==> config.mk <==
export PLATFORM = sky130hd
export DESIGN_NAME = hex_rle_pixel_row_decoder
export DESIGN_NICKNAME = d
export VERILOG_FILES = /design/src/sv/hrle_pkg.sv /design/src/sv/hex_rle_pixel_row_decoder.sv /design/src/sv/hrle_rec_queue.sv
export SDC_FILE = /design/constraint.sdc
export NUM_CORES = 1
export LEC_CHECK = 0
export BUFFER_PORTS_ARGS = -buffer_cell sky130_fd_sc_hd__buf_4
export CAP_MARGIN = 30
export CORE_ASPECT_RATIO = 2
export CORE_MARGIN = 8
export CORE_UTILIZATION = 30
export CTS_CLUSTER_DIAMETER = 60
export DETAILED_ROUTE_END_ITERATION = 8
export GPL_TIMING_DRIVEN = 0
export SYNTH_ARGS = -nofsm -noshare
export SYNTH_HDL_FRONTEND = slang
export SYNTH_SLANG_ARGS = --single-unit
==> constraint.sdc <==
create_clock -name clk_i -period 6.5 [get_ports clk_i]
set_input_delay 1.3 -clock clk_i [delete_from_list [all_inputs] [get_ports clk_i]]
set_output_delay 1.3 -clock clk_i [all_outputs]
set_load 0.01 [all_outputs]
==> src/sv/hrle_pkg.sv <==
// Shared types, constants and helper functions for the hex run-length row decoder.
package hrle_pkg;

  // Where the decoder stands between code byte and count bytes.
  typedef enum logic [1:0] {
    PH_CODE   = 2'd0,
    PH_COUNT1 = 2'd1,
    PH_COUNT2 = 2'd2,
    PH_SKIP   = 2'd3
  } phase_e;

  // Configuration register indexes.
  localparam logic REG_MONO_OUTPUT = 1'b0;
  localparam logic REG_ROW_WIDTH   = 1'b1;

  // Character codes that bound the text classes.
  localparam logic [7:0] CHR_FIRST_PRINT = 8'h20;
  localparam logic [7:0] CHR_DEL         = 8'h7F;

  // Pair and repeat used for a broken code byte and for line padding.
  localparam logic [5:0] PAIR_ALL_SEVEN = 6'h3F;
  localparam logic [9:0] RPT_BAD_CODE   = 10'd3;

  // Width of the row counters and the widest row the ports can describe.
  localparam int unsigned ColW     = 11;
  localparam int unsigned WidthCap = 2047;

  // Palette of the eight pixel indices, RGB 8:8:8.
  localparam logic [23:0] Palette [8] = '{
    24'h000000, 24'hFFFFC8, 24'hFF8282, 24'h00FF00,
    24'hFF00FF, 24'h00FFFF, 24'h8C8C8C, 24'hFF0000
  };

  // One run record as it waits for the output side.
  typedef struct packed {
    logic [5:0]      pair;
    logic [ColW-1:0] count;
    logic [9:0]      start;
    logic            bad;
    logic            ovf;
    logic            pad;
    logic            done;
  } rec_t;

  // Returns {bad, value} for one hex character.
  function automatic logic [4:0] hex_nibble(input logic [7:0] c);
    logic [4:0] r;
    r = {1'b1, 4'h0};
    if (c >= 8'h30 && c <= 8'h39) begin
      r = {1'b0, 4'(c - 8'h30)};
    end else if (c >= 8'h61 && c <= 8'h66) begin
      r = {1'b0, 4'(c - 8'h57)};
    end else if (c >= 8'h41 && c <= 8'h46) begin
      r = {1'b0, 4'(c - 8'h37)};
    end
    return r;
  endfunction

  // Colour of one pixel index: palette entry or a mono bit.
  function automatic logic [23:0] colour_of(input logic [2:0] idx, input logic mono);
    logic [23:0] r;
    r = Palette[idx];
    if (mono) begin
      r = {23'd0, (idx != 3'd0)};
    end
    return r;
  endfunction

endpackage

==> src/sv/hex_rle_pixel_row_decoder.sv <==
// Top level of the hex run-length pixel row decoder.
// Takes one character word per cycle while in_ready_o is high and turns hex code bytes
// into run records (pair, count, start column, flags), clipped at the row width; a line
// end closes a non-empty row with a padding record. Each accepted word produces zero, one
// or two records; only a line end that interrupts an unfinished code or count produces
// two. The word is decoded combinationally against the row state and the records are
// written into a four-word output queue, which registers the results and decouples the
// two sides. in_ready_o is high while the queue holds at most two records, so words
// stream back to back at one per cycle whenever the consumer keeps up; a two-record line
// end is handed out as two output words. Configuration writes take effect on the next
// cycle and are expected only while the block is idle.
module hex_rle_pixel_row_decoder #(
  parameter int unsigned MAX_COLS = 1024
) (
  input  logic        clk_i,
  input  logic        rst_ni,
  // Configuration write port.
  input  logic        cfg_we_i,
  input  logic        cfg_idx_i,
  input  logic [10:0] cfg_data_i,
  // Character input channel.
  input  logic        in_valid_i,
  output logic        in_ready_o,
  input  logic [7:0]  char_code_i,
  input  logic        end_of_line_i,
  // Record output channel.
  output logic        out_valid_o,
  input  logic        out_ready_i,
  output logic [2:0]  first_pixel_o,
  output logic [2:0]  second_pixel_o,
  output logic [23:0] first_colour_o,
  output logic [23:0] second_colour_o,
  output logic [10:0] pixel_count_o,
  output logic [9:0]  start_column_o,
  output logic        bad_input_o,
  output logic        overflowed_o,
  output logic        padding_run_o,
  output logic        row_done_o
);
  import hrle_pkg::*;

  localparam logic [ColW-1:0] MaxW = ColW'((MAX_COLS > WidthCap) ? WidthCap : MAX_COLS);

  // Configuration registers.
  logic            mono_q;
  logic [ColW-1:0] row_width_q;

  // Row decode state.
  logic [3:0]      hn_q, hn_d;
  logic            np_q, np_d;
  logic            hn_bad_q, hn_bad_d;
  phase_e          phase_q, phase_d;
  logic [5:0]      saved_q, saved_d;
  logic [1:0]      ch_q, ch_d;
  logic [ColW-1:0] col_q, col_d;
  logic            ovf_q, ovf_d;
  logic            lhc_q, lhc_d;

  // Decode signals.
  logic            in_fire, is_ctrl, step, pair_done, eol_fire;
  logic [4:0]      nib_res;
  logic            byte_bad;
  logic [7:0]      code_byte;
  logic            run_emit, pad_emit, run_bad;
  logic [5:0]      run_pair;
  logic [9:0]      run_rpt;
  logic [ColW-1:0] eff_w, left, want, run_n, pad_left, pad_start;
  logic            clip;
  rec_t            run_rec, pad_rec, push_a, head;
  logic [1:0]      push_n;
  logic            room_two, pop;

  // Configuration writes.
  always_ff @(posedge clk_i or negedge rst_ni) begin
    if (!rst_ni) begin
      mono_q      <= 1'b0;
      row_width_q <= 11'd512;
    end else if (cfg_we_i) begin
      case (cfg_idx_i)
        REG_MONO_OUTPUT: mono_q      <= cfg_data_i[0];
        REG_ROW_WIDTH:   row_width_q <= cfg_data_i;
        default:         mono_q      <= mono_q;
      endcase
    end
  end

  // Character classification and byte assembly.
  assign in_ready_o = room_two;
  assign in_fire    = in_valid_i && room_two;
  assign eol_fire   = in_fire && end_of_line_i;
  assign is_ctrl    = (char_code_i < CHR_FIRST_PRINT) || (char_code_i == CHR_DEL);
  assign step       = in_fire && !end_of_line_i && !is_ctrl && !ovf_q;
  assign pair_done  = step && np_q;
  assign nib_res    = hex_nibble(char_code_i);
  assign byte_bad   = hn_bad_q || nib_res[4];
  assign code_byte  = byte_bad ? 8'hFF : {hn_q, nib_res[3:0]};

  // Phase sequencing and run requests.
  always_comb begin
    phase_d  = phase_q;
    saved_d  = saved_q;
    ch_d     = ch_q;
    run_emit = 1'b0;
    run_pair = saved_q;
    run_rpt  = 10'd0;
    run_bad  = 1'b0;
    if (eol_fire) begin
      if (lhc_q && !ovf_q && (np_q || phase_q != PH_CODE)) begin
        run_emit = 1'b1;
        run_bad  = 1'b1;
        if (phase_q == PH_CODE) begin
          run_pair = PAIR_ALL_SEVEN;
          run_rpt  = RPT_BAD_CODE;
        end
      end
      phase_d = PH_CODE;
      saved_d = '0;
      ch_d    = '0;
    end else if (pair_done) begin
      unique case (phase_q)
        PH_CODE: begin
          if (code_byte[7:6] != 2'd0) begin
            run_emit = 1'b1;
            run_pair = code_byte[5:0];
            run_rpt  = {8'd0, code_byte[7:6]};
            run_bad  = byte_bad;
          end else begin
            saved_d = code_byte[5:0];
            phase_d = PH_COUNT1;
          end
        end
        PH_COUNT1: begin
          if (byte_bad) begin
            phase_d = PH_SKIP;
          end else if (code_byte >= 8'd4) begin
            run_emit = 1'b1;
            run_rpt  = {2'd0, code_byte};
            phase_d  = PH_CODE;
          end else begin
            ch_d    = code_byte[1:0];
            phase_d = PH_COUNT2;
          end
        end
        PH_COUNT2: begin
          run_emit = 1'b1;
          run_bad  = byte_bad;
          run_rpt  = byte_bad ? 10'd0 : {ch_q, code_byte};
          phase_d  = PH_CODE;
        end
        PH_SKIP: begin
          run_emit = 1'b1;
          run_bad  = 1'b1;
          phase_d  = PH_CODE;
        end
        default: phase_d = PH_CODE;
      endcase
    end
  end

  // Nibble pairing and line bookkeeping.
  always_comb begin
    hn_d     = hn_q;
    np_d     = np_q;
    hn_bad_d = hn_bad_q;
    col_d    = col_q;
    ovf_d    = ovf_q;
    lhc_d    = lhc_q;
    if (eol_fire) begin
      hn_d     = '0;
      np_d     = 1'b0;
      hn_bad_d = 1'b0;
      col_d    = '0;
      ovf_d    = 1'b0;
      lhc_d    = 1'b0;
    end else begin
      if (in_fire && !is_ctrl) begin
        lhc_d = 1'b1;
      end
      if (pair_done) begin
        hn_d     = '0;
        np_d     = 1'b0;
        hn_bad_d = 1'b0;
      end else if (step) begin
        hn_d     = nib_res[3:0];
        hn_bad_d = nib_res[4];
        np_d     = 1'b1;
      end
      if (run_emit) begin
        col_d = col_q + run_n;
        if (clip) begin
          ovf_d = 1'b1;
        end
      end
    end
  end

  // Clipping against the space left in the row.
  always_comb begin
    eff_w     = (row_width_q > MaxW) ? MaxW : row_width_q;
    left      = (col_q < eff_w) ? (eff_w - col_q) : '0;
    want      = {run_rpt, 1'b0};
    clip      = want > left;
    run_n     = clip ? left : want;
    pad_left  = run_emit ? (left - run_n) : left;
    pad_start = run_emit ? (col_q + run_n) : col_q;
  end

  // Record assembly.
  always_comb begin
    run_rec       = '0;
    run_rec.pair  = run_pair;
    run_rec.count = run_n;
    run_rec.start = col_q[9:0];
    run_rec.bad   = run_bad;
    run_rec.ovf   = clip;
    pad_rec       = '0;
    pad_rec.pair  = PAIR_ALL_SEVEN;
    pad_rec.count = pad_left;
    pad_rec.start = pad_start[9:0];
    pad_rec.pad   = 1'b1;
    pad_rec.done  = 1'b1;
    pad_emit      = eol_fire && lhc_q;
    push_a        = run_emit ? run_rec : pad_rec;
    push_n        = {1'b0, run_emit} + {1'b0, pad_emit};
  end

  always_ff @(posedge clk_i or negedge rst_ni) begin
    if (!rst_ni) begin
      hn_q     <= '0;
      np_q     <= 1'b0;
      hn_bad_q <= 1'b0;
      phase_q  <= PH_CODE;
      saved_q  <= '0;
      ch_q     <= '0;
      col_q    <= '0;
      ovf_q    <= 1'b0;
      lhc_q    <= 1'b0;
    end else begin
      hn_q     <= hn_d;
      np_q     <= np_d;
      hn_bad_q <= hn_bad_d;
      phase_q  <= phase_d;
      saved_q  <= saved_d;
      ch_q     <= ch_d;
      col_q    <= col_d;
      ovf_q    <= ovf_d;
      lhc_q    <= lhc_d;
    end
  end

  // Output queue.
  assign pop = out_valid_o && out_ready_i;

  hrle_rec_queue u_queue (
    .clk_i       (clk_i),
    .rst_ni      (rst_ni),
    .push_n_i    (push_n),
    .push_a_i    (push_a),
    .push_b_i    (pad_rec),
    .pop_i       (pop),
    .head_o      (head),
    .not_empty_o (out_valid_o),
    .room_two_o  (room_two)
  );

  // Output word, colours looked up from the stored indices.
  assign first_pixel_o   = head.pair[2:0];
  assign second_pixel_o  = head.pair[5:3];
  assign first_colour_o  = colour_of(head.pair[2:0], mono_q);
  assign second_colour_o = colour_of(head.pair[5:3], mono_q);
  assign pixel_count_o   = head.count;
  assign start_column_o  = head.start;
  assign bad_input_o     = head.bad;
  assign overflowed_o    = head.ovf;
  assign padding_run_o   = head.pad;
  assign row_done_o      = head.done;

endmodule

==> src/sv/hrle_rec_queue.sv <==
// Four-entry record queue that takes up to two records per cycle and gives one.
module hrle_rec_queue (
  input  logic          clk_i,
  input  logic          rst_ni,
  input  logic [1:0]    push_n_i,
  input  hrle_pkg::rec_t push_a_i,
  input  hrle_pkg::rec_t push_b_i,
  input  logic          pop_i,
  output hrle_pkg::rec_t head_o,
  output logic          not_empty_o,
  output logic          room_two_o
);
  import hrle_pkg::*;

  localparam int unsigned Depth = 4;

  rec_t       mem_q [Depth];
  logic [1:0] head_q, head_d;
  logic [1:0] tail_q, tail_d;
  logic [2:0] count_q, count_d;
  logic [1:0] tail_next;

  assign tail_next   = tail_q + 2'd1;
  assign head_o      = mem_q[head_q];
  assign not_empty_o = (count_q != 3'd0);
  assign room_two_o  = (count_q <= 3'd2);

  // Pointer and fill bookkeeping.
  always_comb begin
    head_d  = head_q + {1'b0, pop_i};
    tail_d  = tail_q + push_n_i;
    count_d = count_q + {1'b0, push_n_i} - {2'b00, pop_i};
  end

  always_ff @(posedge clk_i or negedge rst_ni) begin
    if (!rst_ni) begin
      head_q  <= '0;
      tail_q  <= '0;
      count_q <= '0;
    end else begin
      head_q  <= head_d;
      tail_q  <= tail_d;
      count_q <= count_d;
    end
  end

  // Entry storage; the second record lands one slot after the first.
  always_ff @(posedge clk_i) begin
    if (push_n_i != 2'd0) begin
      mem_q[tail_q] <= push_a_i;
    end
    if (push_n_i == 2'd2) begin
      mem_q[tail_next] <= push_b_i;
    end
  end

endmodule

==> impl_summary.log <==
[metrics] clk buf depth: 2
[metrics] total wire length after detailed routing: 35.3 mm
[metrics] flops & latches, synth: about 170
[metrics] Post-CTS Hold Fix Bufs: 0
[metrics] ranking of synthesized cells by area: sky130_fd_sc_hd__edfxtp_1 (23%), sky130_fd_sc_hd__dfrtp_1 (11%), sky130_fd_sc_hd__ha_1 (7.2%)
[metrics] cell area after technology mapping: 10800 sq um
[metrics] number of diodes: 0
[metrics] Post-synth EDFFs: 84
[metrics] detailed router's first-iteration violation count: 566
[metrics] count of final max-slew check failures: 0
[metrics] async set or reset register ratio after synthesis: 0.286
[metrics] number of max-capacitance violations reported: 0
[metrics] minimum hold slack: ~0.48 ns
[metrics] area of the core: 35700 sq um
[metrics] Total Routing Usage GR: 0.166
[metrics] vias in the first global route: 9545
[metrics] worst-margin pin slew: roughly 1.1 ns
[metrics] Final nets: 1300
[metrics] power density cells: 514 nW/um^2
[metrics] synthesized area per cell: between 10 and 15 sq um
[metrics] number of top-level design ports: 107
[metrics] net count of the mapped netlist: 1147
[metrics] port buffer count: 106
[metrics] Lkg Pwr: 5.34 nW
[metrics] number of buffers inserted during clock tree synthesis: 17
[metrics] Clock Root Buffer: sky130_fd_sc_hd__clkbuf_16
[metrics] die outline height: 285 microns
[metrics] maximum number of pins on one net before global-route repair: 49
[metrics] hold path start: u_queue.mem_q[3][26]$_SDFFE_PP1P_
[metrics] routed length on met2: 19.8 mm
[metrics] count of unresolved DRC violations after routing: 0
[metrics] count of antenna-violating nets left after detailed routing: 0
[metrics] worst-case reg-to-reg path depth: 24
[metrics] routed via count divided by cell count: 5.45
[metrics] most used flip-flop cell after synthesis: sky130_fd_sc_hd__edfxtp_1
[metrics] proportion of layout cells with a drive suffix above 1: 0.282
[metrics] largest driver fanout on the critical path: 9
[metrics] sort of element at the start of the critical path: input port
[metrics] number of warning messages in the yosys log: 0
[metrics] clock insertion delay at the later pin of the skew report: 0.45 ns
[metrics] status: completed
[metrics] setup slack of the worst register-to-register path: 0.32 ns
[metrics] Worst Setup End Kind: register
[metrics] reg-to-reg endpoint: u_queue.mem_q[0][13]$_DFFE_PP_
[metrics] maximum achievable frequency: roughly 160 MHz
[metrics] Worst Path Arrival: 6.63 ns
[metrics] worst min-delay path category: reg2reg
[metrics] cell count after synthesis: ~1100
[metrics] total met3 wirelength after detailed routing: ~1.4 mm
[metrics] CTS tree: yes
[metrics] Min-Delay Path Depth: 1
[metrics] worst-case hold path end point: u_queue.mem_q[3][26]$_SDFFE_PP1P_
[metrics] Worst EP required: 6.81 ns
[metrics] H-tree levels: 4
[metrics] endpoints failing hold: 0
[metrics] final worst path period need: around 6.3 ns
[metrics] average routed wire per standard cell: around 21 microns
[metrics] Setup Viol. Count Final: 0
[metrics] routed length on met1: 11.2 mm
[metrics] Critical Path Start: char_code_i[1]
[metrics] uppermost layer routed: met4
[metrics] weighted congestion reported at the end of routability-driven placement: between 0.9 and 1
[metrics] Post-Route Utilization: 0.380
[metrics] clock tree skew after final layout: 0.0120 ns
[metrics] estimated wirelength of the detail-placed design: roughly 28 mm
[metrics] VDD IR max: 535 uV
[metrics] critical path start-end classification: in2reg
[metrics] Worst-path clk slew: 0.07 ns
[metrics] Relative slew margins: 0.267
[metrics] residual overflow from global routing: 0
[metrics] Num Clock Sinks: approximately 170
[metrics] first-pass GRT wire length: 54.0 mm
[metrics] origin of the critical flop-to-flop path: col_q[9]$_DFF_PN0_
[metrics] number of antenna violations at the first check in global routing: 0
[metrics] crit share post-route: 0.972
[metrics] x dimension of the die: roughly 150 microns
[metrics] count of distinct cell types in the synthesized netlist: 82
[metrics] vias after detailed routing: 9102
[metrics] Syn-to-layout area delta: 25.2%
[metrics] standard-cell row count: 98
[metrics] Seq/Total Area, Yosys: 0.410
[metrics] first-pass detailed-route iteration total: 5
[metrics] Initial Util: 0.304
[metrics] area enclosed by the die boundary: 42800 sq um
[metrics] leading area contributor after synthesis: sky130_fd_sc_hd__edfxtp_1
[metrics] portion of synthesized cell area occupied by the leading cell type: 0.233
## sequential cells by signal, indices dropped and copies added (netlist names), 2 cells and up
name             count
u_queue.count_q      3
saved_q              6
col_q               11
u_queue.mem_q      120
ch_q                 2
phase_q              2
row_width_q         11
u_queue.head_q       2
hn_q                 4
u_queue.tail_q       2
## critical path, cell delays in order
cell	delay, ns
sky130_fd_sc_hd__buf_4	0.11
sky130_fd_sc_hd__inv_1	0.06
sky130_fd_sc_hd__ha_1	0.21
sky130_fd_sc_hd__or3b_4	0.43
sky130_fd_sc_hd__and4_1	0.28
sky130_fd_sc_hd__a22o_4	0.26
sky130_fd_sc_hd__o311ai_1	0.12
sky130_fd_sc_hd__a221o_1	0.22
sky130_fd_sc_hd__o21a_2	0.18
sky130_fd_sc_hd__inv_1	0.05
sky130_fd_sc_hd__ha_1	0.28
sky130_fd_sc_hd__a21oi_1	0.06
sky130_fd_sc_hd__or4_1	0.39
sky130_fd_sc_hd__o211ai_1	0.20
sky130_fd_sc_hd__clkbuf_8	0.24
sky130_fd_sc_hd__nand2_8	0.09
sky130_fd_sc_hd__nand2_4	0.11
sky130_fd_sc_hd__o21ai_4	0.06
sky130_fd_sc_hd__ha_1	0.27
sky130_fd_sc_hd__a21o_1	0.19
sky130_fd_sc_hd__a21oi_2	0.18
sky130_fd_sc_hd__o21bai_2	0.10
sky130_fd_sc_hd__a2111o_1	0.42
sky130_fd_sc_hd__a211o_1	0.35
sky130_fd_sc_hd__a31oi_4	0.26
sky130_fd_sc_hd__a22o_1	0.20
## logic make-up after synthesis
family	synth area share
AO/OA/AOI/OAI	0.212
XOR/XNOR	0.0218
adder cells (fa/ha/maj)	0.0790
buffers and inverters	0.0563
flip-flops	0.410
multiplexers	0.0873
other	0.000346
AND/OR/NAND/NOR	0.132
## power breakdown
group	total, mW	switching (mW)	internal, mW
Combinational	4.42	2.41	2.01
Clock	1.05	0.521	0.529
Sequential	1.50	0.157	1.34
## cell type report
class | count | area [sq um]
clock buffer | 17 | 425
fill | 3503 | 22100
multi-input combinational | 755 | 6200
clock inverter | 15 | 194
timing repair buffer | 137 | 1120
inverter | 54 | 203
tap | 450 | 563
sequential | 168 | 4450
buffer | 75 | 423
## worst max path at each step
stage,slack (ns),endpoint
detailed placement,-1.77,u_queue.mem_q[2][24]$_DFFE_PP_
global placement,-1.73,u_queue.mem_q[0][24]$_DFFE_PP_
CTS,0.01,u_queue.mem_q[2][24]$_DFFE_PP_
finish,0.18,u_queue.mem_q[0][13]$_DFFE_PP_
floorplan,0.01,u_queue.mem_q[0][13]$_DFFE_PP_
global route,-0.03,u_queue.mem_q[0][12]$_DFFE_PP_
## cell usage in the layout, fill, tap and decap left out, types with 7 or more instances in the layout
cell type	Yosys	layout
sky130_fd_sc_hd__buf_4	25	152
sky130_fd_sc_hd__xor2_1	13	12
sky130_fd_sc_hd__dfxtp_1	36	36
sky130_fd_sc_hd__mux2i_1	11	9
sky130_fd_sc_hd__a21o_1	12	10
sky130_fd_sc_hd__and2_1	12	11
sky130_fd_sc_hd__clkbuf_16	0	17
sky130_fd_sc_hd__nand2b_1	15	15
sky130_fd_sc_hd__ha_1	62	59
sky130_fd_sc_hd__o21a_1	10	8
sky130_fd_sc_hd__clkbuf_1	40	36
sky130_fd_sc_hd__o21ai_2	6	9
sky130_fd_sc_hd__a211oi_1	12	11
sky130_fd_sc_hd__a21oi_2	3	8
sky130_fd_sc_hd__nor3_1	25	24
sky130_fd_sc_hd__nand2_1	62	59
sky130_fd_sc_hd__mux4_2	30	30
sky130_fd_sc_hd__o22a_1	24	24
sky130_fd_sc_hd__o22ai_1	57	57
sky130_fd_sc_hd__nand3_1	19	16
sky130_fd_sc_hd__mux2_2	13	13
sky130_fd_sc_hd__edfxtp_1	84	84
sky130_fd_sc_hd__dfrtp_1	47	47
sky130_fd_sc_hd__o21ai_0	30	24
sky130_fd_sc_hd__nor3b_1	9	7
sky130_fd_sc_hd__nor2b_1	17	17
sky130_fd_sc_hd__a21oi_1	65	60
sky130_fd_sc_hd__a22o_1	31	30
sky130_fd_sc_hd__and3_1	11	10
sky130_fd_sc_hd__nor2_1	83	77
sky130_fd_sc_hd__inv_1	49	48
sky130_fd_sc_hd__or2_2	7	7
sky130_fd_sc_hd__xnor2_1	14	14
## cell usage after synthesis (5+ instances only)
cell type	number
sky130_fd_sc_hd__a211oi_1	12
sky130_fd_sc_hd__a21o_1	12
sky130_fd_sc_hd__a21oi_1	65
sky130_fd_sc_hd__a22o_1	31
sky130_fd_sc_hd__a22oi_1	7
sky130_fd_sc_hd__a22oi_4	6
sky130_fd_sc_hd__a31oi_1	7
sky130_fd_sc_hd__and2_1	12
sky130_fd_sc_hd__and3_1	11
sky130_fd_sc_hd__buf_1	6
sky130_fd_sc_hd__buf_2	5
sky130_fd_sc_hd__buf_4	25
sky130_fd_sc_hd__clkbuf_1	40
sky130_fd_sc_hd__dfrtp_1	47
sky130_fd_sc_hd__dfxtp_1	36
sky130_fd_sc_hd__edfxtp_1	84
sky130_fd_sc_hd__ha_1	62
sky130_fd_sc_hd__inv_1	49
sky130_fd_sc_hd__mux2_2	13
sky130_fd_sc_hd__mux2i_1	11
sky130_fd_sc_hd__mux4_2	30
sky130_fd_sc_hd__nand2_1	62
sky130_fd_sc_hd__nand2b_1	15
sky130_fd_sc_hd__nand3_1	19
sky130_fd_sc_hd__nor2_1	83
sky130_fd_sc_hd__nor2b_1	17
sky130_fd_sc_hd__nor3_1	25
sky130_fd_sc_hd__nor3b_1	9
sky130_fd_sc_hd__o21a_1	10
sky130_fd_sc_hd__o21ai_0	30
sky130_fd_sc_hd__o21ai_2	6
sky130_fd_sc_hd__o22a_1	24
sky130_fd_sc_hd__o22ai_1	57
sky130_fd_sc_hd__or2_2	7
sky130_fd_sc_hd__or3_1	7
sky130_fd_sc_hd__xnor2_1	14
sky130_fd_sc_hd__xor2_1	13
## metal layers
| layer | GRT usage | vias to the layer above |
|---|---|---|
| met5 | 0 | - |
| met4 | 0.138 | 0 |
| met3 | 0.0287 | 109 |
| met2 | 0.317 | 293 |
| met1 | 0.145 | 4443 |
| li1 | - | 4257 |
## repair_timing
item                                    in CTS  in global routing
buffers inserted                            10                 14
pin swaps                                   12                 18
endpoints found under the setup margin      85                 44
gates resized for setup                     53                 41
## through the flow
stage | TNS, ns | cells | setup slack (ns) | instance area (sq um) | power, mW
after floorplan | 0 | 1055 | 0.0118 | 10900 | 4.17
after global placement | -84.28 | 1611 | -1.73 | 12200 | 5.56
after detailed placement | -85.19 | 1618 | -1.77 | 12400 | 5.68
after CTS | 0 | 1659 | 0.0116 | 13300 | 6.89
after global routing | -0.107 | 1671 | -0.0332 | 13600 | 7.43
final | 0 | 1671 | 0.183 | 13600 | 6.97
Note: power is estimated with default switching activity, not from simulation.
